## src/sv/gdb_pkg.sv

```systemverilog
// ----------------------------------------------------------------------------
// gdb_pkg
// types, constants and calendar tables for the days-between core
// ----------------------------------------------------------------------------
package gdb_pkg;

    localparam logic [13:0] YEAR_LIMIT   = 14'd9999;
    localparam logic [3:0]  MONTHS       = 4'd12;
    localparam logic [8:0]  DAYS_PER_YR  = 9'd365;
    localparam logic [12:0] RECIP_100    = 13'd5243;
    localparam int          RECIP_SHIFT  = 19;

    localparam logic [1:0] ST_OK       = 2'd0;
    localparam logic [1:0] ST_BAD_A    = 2'd1;
    localparam logic [1:0] ST_BAD_B    = 2'd2;
    localparam logic [1:0] ST_REVERSED = 2'd3;

    typedef struct packed {
        logic [13:0] year_a;
        logic [3:0]  month_a;
        logic [4:0]  day_a;
        logic [13:0] year_b;
        logic [3:0]  month_b;
        logic [4:0]  day_b;
    } gdb_in_t;

    typedef struct packed {
        logic [21:0] day_count;
        logic [1:0]  status;
    } gdb_out_t;

    typedef struct packed {
        logic s2_load;
        logic s3_load;
    } gdb_ctrl_t;

    function automatic logic [4:0] month_len(input logic [3:0] m, input logic leap);
        logic [4:0] len;
        case (m)
            4'd1, 4'd3, 4'd5, 4'd7, 4'd8, 4'd10, 4'd12: len = 5'd31;
            4'd4, 4'd6, 4'd9, 4'd11:                    len = 5'd30;
            4'd2:                                       len = leap ? 5'd29 : 5'd28;
            default:                                    len = 5'd0;
        endcase
        return len;
    endfunction

    function automatic logic [8:0] days_before(input logic [3:0] m);
        logic [8:0] n;
        case (m)
            4'd1:    n = 9'd0;
            4'd2:    n = 9'd31;
            4'd3:    n = 9'd59;
            4'd4:    n = 9'd90;
            4'd5:    n = 9'd120;
            4'd6:    n = 9'd151;
            4'd7:    n = 9'd181;
            4'd8:    n = 9'd212;
            4'd9:    n = 9'd243;
            4'd10:   n = 9'd273;
            4'd11:   n = 9'd304;
            4'd12:   n = 9'd334;
            default: n = 9'd0;
        endcase
        return n;
    endfunction

endpackage

```

## src/sv/gdb_stream_if.sv

```systemverilog
// ----------------------------------------------------------------------------
// gdb_stream_if
// valid/ready channel carrying one item per handshake
// ----------------------------------------------------------------------------
interface gdb_stream_if #(
    parameter type payload_t = logic
);
    logic     valid;
    logic     ready;
    payload_t payload;

    modport source (output valid, output payload, input ready);
    modport sink   (input valid, input payload, output ready);
endinterface

```

## src/sv/gdb_date_unit.sv

```systemverilog
// ----------------------------------------------------------------------------
// gdb_date_unit
// two-stage date check and day-number conversion from 0000-01-01
// ----------------------------------------------------------------------------
module gdb_date_unit (
    input  logic              clk,
    input  gdb_pkg::gdb_ctrl_t ctrl,
    input  logic [13:0]       year,
    input  logic [3:0]        month,
    input  logic [4:0]        day,
    output logic [21:0]       day_num,
    output logic              ok
);

    // stage 2: constant multiplies
    logic [14:0] ceil_num;
    logic [27:0] ceil_prod;
    logic [27:0] floor_prod;
    logic [22:0] y365_next;

    logic [13:0] year_reg;
    logic [3:0]  month_reg;
    logic [4:0]  day_reg;
    logic [22:0] y365_reg;
    logic [7:0]  c100_reg;
    logic [7:0]  f100_reg;

    assign ceil_num   = {1'b0, year} + 15'd99;
    assign ceil_prod  = 28'(ceil_num) * 28'(gdb_pkg::RECIP_100);
    assign floor_prod = 28'(year) * 28'(gdb_pkg::RECIP_100);
    assign y365_next  = 23'(year) * 23'(gdb_pkg::DAYS_PER_YR);

    always_ff @(posedge clk)
    begin
        if (ctrl.s2_load)
        begin
            year_reg  <= year;
            month_reg <= month;
            day_reg   <= day;
            y365_reg  <= y365_next;
            c100_reg  <= ceil_prod[gdb_pkg::RECIP_SHIFT +: 8];
            f100_reg  <= floor_prod[gdb_pkg::RECIP_SHIFT +: 8];
        end
    end

    // stage 3: leap rule, validity, day number
    logic        div100;
    logic        leap;
    logic [4:0]  len;
    logic        ok_next;
    logic [14:0] ya_sum;
    logic [8:0]  c400_sum;
    logic [22:0] num_next;
    logic [21:0] day_num_reg;
    logic        ok_reg;

    assign div100   = (f100_reg == c100_reg);
    assign leap     = (year_reg[1:0] == 2'd0) && (!div100 || (c100_reg[1:0] == 2'd0));
    assign len      = gdb_pkg::month_len(month_reg, leap);
    assign ok_next  = (year_reg <= gdb_pkg::YEAR_LIMIT) && (month_reg != 4'd0) &&
                      (month_reg <= gdb_pkg::MONTHS) && (day_reg != 5'd0) &&
                      (day_reg <= len);
    assign ya_sum   = {1'b0, year_reg} + 15'd3;
    assign c400_sum = {1'b0, c100_reg} + 9'd3;
    assign num_next = y365_reg + 23'(ya_sum[14:2]) + 23'(c400_sum[8:2])
                    + 23'(gdb_pkg::days_before(month_reg))
                    + 23'((month_reg > 4'd2) && leap) + 23'(day_reg)
                    - 23'(c100_reg) - 23'd1;

    always_ff @(posedge clk)
    begin
        if (ctrl.s3_load)
        begin
            day_num_reg <= num_next[21:0];
            ok_reg      <= ok_next;
        end
    end

    assign day_num = day_num_reg;
    assign ok      = ok_reg;

endmodule

```

## src/sv/gregorian_days_between_core.sv

```systemverilog
// ----------------------------------------------------------------------------
// gregorian_days_between_core
// days between two proleptic gregorian dates, with validity status
// ----------------------------------------------------------------------------
// Takes one date pair per cycle when the output is not stalled and returns
// one result per pair, in order. Each item passes through an input register,
// a stage of constant multiplies (365 times
// year and the reciprocal divide by 100), a stage that forms the day numbers
// and checks the dates, and an output register holding the difference and
// status. A stall on the result channel holds every stage, and an empty stage
// always takes the item behind it.
module gregorian_days_between_core (
    input  logic      clk,
    input  logic      rst_n,
    gdb_stream_if.sink   req,
    gdb_stream_if.source rsp
);

    logic s1_valid_reg;
    logic s2_valid_reg;
    logic s3_valid_reg;
    logic out_valid_reg;
    logic out_load;
    logic s3_ready;
    logic s2_ready;
    gdb_pkg::gdb_ctrl_t ctrl;

    gdb_pkg::gdb_in_t  in_reg;
    gdb_pkg::gdb_out_t out_reg;
    gdb_pkg::gdb_out_t out_next;

    assign out_load  = !out_valid_reg || rsp.ready;
    assign s3_ready  = !s3_valid_reg || out_load;
    assign s2_ready  = !s2_valid_reg || s3_ready;
    assign req.ready = !s1_valid_reg || s2_ready;

    assign ctrl.s2_load = s2_ready;
    assign ctrl.s3_load = s3_ready;

    always_ff @(posedge clk or negedge rst_n)
    begin
        if (!rst_n)
        begin
            s1_valid_reg  <= 1'b0;
            s2_valid_reg  <= 1'b0;
            s3_valid_reg  <= 1'b0;
            out_valid_reg <= 1'b0;
        end
        else
        begin
            if (req.ready)
                s1_valid_reg <= req.valid;
            if (s2_ready)
                s2_valid_reg <= s1_valid_reg;
            if (s3_ready)
                s3_valid_reg <= s2_valid_reg;
            if (out_load)
                out_valid_reg <= s3_valid_reg;
        end
    end

    always_ff @(posedge clk)
    begin
        if (req.valid && req.ready)
            in_reg <= req.payload;
    end

    logic [21:0] num_a;
    logic [21:0] num_b;
    logic        ok_a;
    logic        ok_b;

    gdb_date_unit u_date_a (
        .clk     (clk),
        .ctrl    (ctrl),
        .year    (in_reg.year_a),
        .month   (in_reg.month_a),
        .day     (in_reg.day_a),
        .day_num (num_a),
        .ok      (ok_a)
    );

    gdb_date_unit u_date_b (
        .clk     (clk),
        .ctrl    (ctrl),
        .year    (in_reg.year_b),
        .month   (in_reg.month_b),
        .day     (in_reg.day_b),
        .day_num (num_b),
        .ok      (ok_b)
    );

    logic [22:0] diff;

    assign diff = {1'b0, num_b} - {1'b0, num_a};

    always_comb
    begin
        out_next.day_count = 22'd0;
        if (!ok_a)
            out_next.status = gdb_pkg::ST_BAD_A;
        else if (!ok_b)
            out_next.status = gdb_pkg::ST_BAD_B;
        else if (diff[22])
            out_next.status = gdb_pkg::ST_REVERSED;
        else
        begin
            out_next.status    = gdb_pkg::ST_OK;
            out_next.day_count = diff[21:0];
        end
    end

    always_ff @(posedge clk)
    begin
        if (out_load)
            out_reg <= out_next;
    end

    assign rsp.valid   = out_valid_reg;
    assign rsp.payload = out_reg;

endmodule

```

## src/flat_wrapper.sv

```systemverilog
// flat-port wrapper written by rule: the top's interface ports become plain ports
module gregorian_days_between_core_flat 
  (clk, rst_n, req_valid, req_payload, req_ready, rsp_valid, rsp_payload, rsp_ready);
  gdb_stream_if #(.payload_t(gdb_pkg::gdb_in_t)) req_i ();
  gdb_stream_if #(.payload_t(gdb_pkg::gdb_out_t)) rsp_i ();
  input  logic clk;
  input  logic rst_n;
  input wire logic [$bits(req_i.valid)-1:0] req_valid;
  input wire logic [$bits(req_i.payload)-1:0] req_payload;
  output wire logic [$bits(req_i.ready)-1:0] req_ready;
  output wire logic [$bits(rsp_i.valid)-1:0] rsp_valid;
  output wire logic [$bits(rsp_i.payload)-1:0] rsp_payload;
  input wire logic [$bits(rsp_i.ready)-1:0] rsp_ready;
  assign req_i.valid = req_valid;
  assign req_i.payload = req_payload;
  assign req_ready = req_i.ready;
  assign rsp_valid = rsp_i.valid;
  assign rsp_payload = rsp_i.payload;
  assign rsp_i.ready = rsp_ready;
  gregorian_days_between_core u_core (.clk(clk), .rst_n(rst_n), .req(req_i), .rsp(rsp_i));
endmodule
```

## config.mk

```make
export PLATFORM = sky130hd
export DESIGN_NAME = gregorian_days_between_core_flat
export DESIGN_NICKNAME = d
export VERILOG_FILES = /design/src/sv/gdb_pkg.sv /design/src/sv/gdb_stream_if.sv /design/src/sv/gdb_date_unit.sv /design/src/sv/gregorian_days_between_core.sv /design/src/flat_wrapper.sv
export SDC_FILE = /design/constraint.sdc
export NUM_CORES = 2
export LEC_CHECK = 0
export BUFFER_PORTS_ARGS = -buffer_cell sky130_fd_sc_hd__buf_2
export CAP_MARGIN = 20
export CORE_MARGIN = 4
export CORE_UTILIZATION = 45
export CTS_CLUSTER_DIAMETER = 200
export CTS_CLUSTER_SIZE = 30
export DETAILED_ROUTE_END_ITERATION = 12
export PLACE_DENSITY = 0.65
export SYNTH_ARGS = -nofsm -noshare
export SYNTH_HDL_FRONTEND = slang
export SYNTH_SLANG_ARGS = --single-unit
```

## constraint.sdc

```tcl
create_clock -name clk -period 6.84 [get_ports clk]
set_input_delay 1.026 -clock clk [delete_from_list [all_inputs] [get_ports clk]]
set_output_delay 1.026 -clock clk [all_outputs]
set_load 0.05 [all_outputs]
```

==> summary.md <==
| Metric | Value |
|---|---|
| Status | finished, final reports clean |
| N_diodes | 0 |
| Final WL | 67.0 mm |
| M2 GR Usage | 28.1% |
| Std cell rows | 98 |
| Total GRT Usage | 17.8% |
| Io pins | 76 |
| Endpoints failing setup | 0 |
| GP Congestion | 0.909 |
| Critical Path Max Stage Delay | 540 ps |
| Worst reg2reg path depth | 28 |
| Synthesized cell area | 32500 um2 |
| Multi-input logic area | 22200 um2 |
| Crit end category | flip-flop |
| Fin crit share | 95.3% |
| Worst Skew | 23.4 ps |
| Starting Density | 45.4% |
| Area share of the largest cell type after synthesis | 24.1% |
| Die H | 277 um |
| Synth warnings | 0 |
| Sequential cell area | 7490 um2 |
| Worst setup margin | 322 ps |
| Number of buffers created by CTS | 12 |
| Register bit total from synthesis | 256 |
| Worst R2R End | u_core.u_date_b.c100_reg[7] |
| Vias | 20.7k |
| Worst slew pin tran | 1160 ps |
| WL/cell | 16.2 um |
| Most frequent CP cell | inv_1 |
| Final min period | 6520 ps |
| Pin count of the biggest net entering global routing | 67 |
| Routing usage on met1 | 27.1% |
| Clk slew on worst S/H paths | 120 ps |
| Ys flop type | edfxtp_1 |
| Post-synth EDFFs | 234 |
| Final nets | 4261 |
| Unique masters post-synth | 70 |
| Fmax | 0.153 GHz |
| Max H-tree Level | 1 |
| Final HPWL DP | 58.1 mm |
| MaxCap Viol Count | 0 |
| Min-Delay Path Class | input port to asynchronous set/reset pin |
| Count leader, synth | inv_1 |
| WS Path Type | flip-flop to flip-flop |
| Synth area leaders | fa_1, ha_1, edfxtp_1 |
| Average cell area after synthesis | 10.6 um2 |
| Die Wd | 277 um |
| Fill cells | 6675 |
| Slew Viols, Final | 0 |
| Die area | 76600 um2 |
| Worst Path Max Fanout | 8 |
| DRC Markers | 0 |
| PortBufs | 75 |
| GR peak layer | met2 |
| RSZ-0062 raised after global routing | yes |
| Crit path DAT | 6790 ps |
| Vias in the first global route | 21.3k |
| Number of flip-flops in the largest register | 46 |
| Deepest clock path buffer count | 3 |
| CP Data Required Time | 7120 ps |
| Router iterations before antenna repair | 5 |
| Top post-synthesis cells by count | inv_1, ha_1, fa_1, edfxtp_1, xnor2_1 |
| First-pass GRT wire length | 112 mm |
| Cells after Synth | 3059 |
| Worst slack, placed | 98.7 ps |
| CTS tree | yes |
| Asr flop ratio synth | 1.56% |
| Share of cells above drive strength 1 | 6.07% |
| Worst-skew pair later-pin latency | 530 ps |
| Vias/cell | 4.98 |
| Register-to-Register Setup Slack | 320 ps |
| ANT nets after route | 0 |
| Post-synth top area cell | fa_1 |
| Slowest cell on crit path | fa_1 |
| Clk root buf | clkbuf_16 |
| Final hold vios | 0 |
| R2r startpoint | u_core.in_reg[11] |
| Congestion Overflow GR | 0 |
| Met3 Use GR | 2.34% |
| Initial antenna violation count | 0 |
| Worst relative slew slack | 22.2% |
| Syn Nets | 4128 |
| Core Box Area | 71600 um2 |
| Sink Count | 256 |
| Crit start category | flip-flop |
| P&R area growth vs syn | 7.48% |
| Iter 0 DRT Violations | 1071 |
| Seq/Total Area, Yosys | 23.0% |
## worst max-delay path: cells and delay by family, from the launching register on
family	cells	cell delay [ps]
XOR/XNOR	3	340
buffers and inverters	7	710
adder cells (fa/ha/maj)	7	2650
flip-flops	1	480
AO/OA/AOI/OAI	8	1740
AND/OR/NAND/NOR	3	380
## per-layer routing
layer / part of all wire (%) / wire length [um]
met1: 50 / 33500
met2: 44 / 29500
met3: 4.8 / 3240
met4: 1.1 / 765
met5: 0 / 0
## area by class of cell
type	instances	share of cell area, %
inverter	789	8.47
timing repair buffer	128	2.27
clock buffer	19	0.995
sequential	256	21.4
tap	950	3.40
multi-input combinational	2005	63.4
clock inverter	1	0.0465
## layout by cell type, fill, tap and decap left out, types with 39 or more instances in the layout
cell type | Yosys | final
fa_1 | 392 | 392
buf_4 | 0 | 51
ha_1 | 627 | 627
a21oi_1 | 91 | 90
edfxtp_1 | 234 | 234
nand2_1 | 102 | 101
nor2_1 | 117 | 117
o21ai_0 | 63 | 63
xor2_1 | 55 | 55
a21o_1 | 52 | 52
xnor2_1 | 158 | 153
nand3_1 | 40 | 39
inv_1 | 787 | 786
buf_2 | 4 | 75
## how the worst max path moves through the flow
stage	startpoint	to	cells past startpoint	slack, ps
final	u_core.in_reg[11]	u_core.u_date_b.c100_reg[7]	28	320
after CTS	u_core.in_reg[10]	u_core.u_date_b.c100_reg[7]	28	60
after detailed placement	u_core.in_reg[10]	u_core.u_date_b.c100_reg[7]	28	100
after global routing	u_core.in_reg[33]	u_core.u_date_a.c100_reg[7]	26	-8
after floorplan	u_core.in_reg[9]	u_core.u_date_b.c100_reg[7]	27	310
after global placement	u_core.in_reg[10]	u_core.u_date_b.c100_reg[7]	28	260
## timing repair
action | in CTS | in global routing
hold buffers | 0 | 0
buffers inserted | 0 | 3
endpoints found under the setup margin | 0 | 16
gates resized for setup | 0 | 23
## per-stage QoR
stage                     instances  instance area [um2]  hold slack (ps)  setup TNS, ps  util, %
after floorplan                3059                32500              400              0        -
after global placement         4123                34400              404              0     48.1
after detailed placement       4123                34400              405              0     48.1
after CTS                      4143                34800              278              0     48.6
after global routing           4148                34900              283          -8.32     48.8
final                          4148                34900              301              0     48.8
## kinds of logic after synthesis
group | Yosys count | synth area share [%]
flops | 256 | 23.0
compound gates | 362 | 7.43
simple gates | 397 | 5.84
mux | 12 | 0.377
xor+xnor | 215 | 5.84
fa+ha+maj | 1019 | 48.3
buf+inv | 798 | 9.23
Power is left out: the tool's default activity adds up to more than one toggle a clock period on the data nets, which glitch-free logic cannot reach.
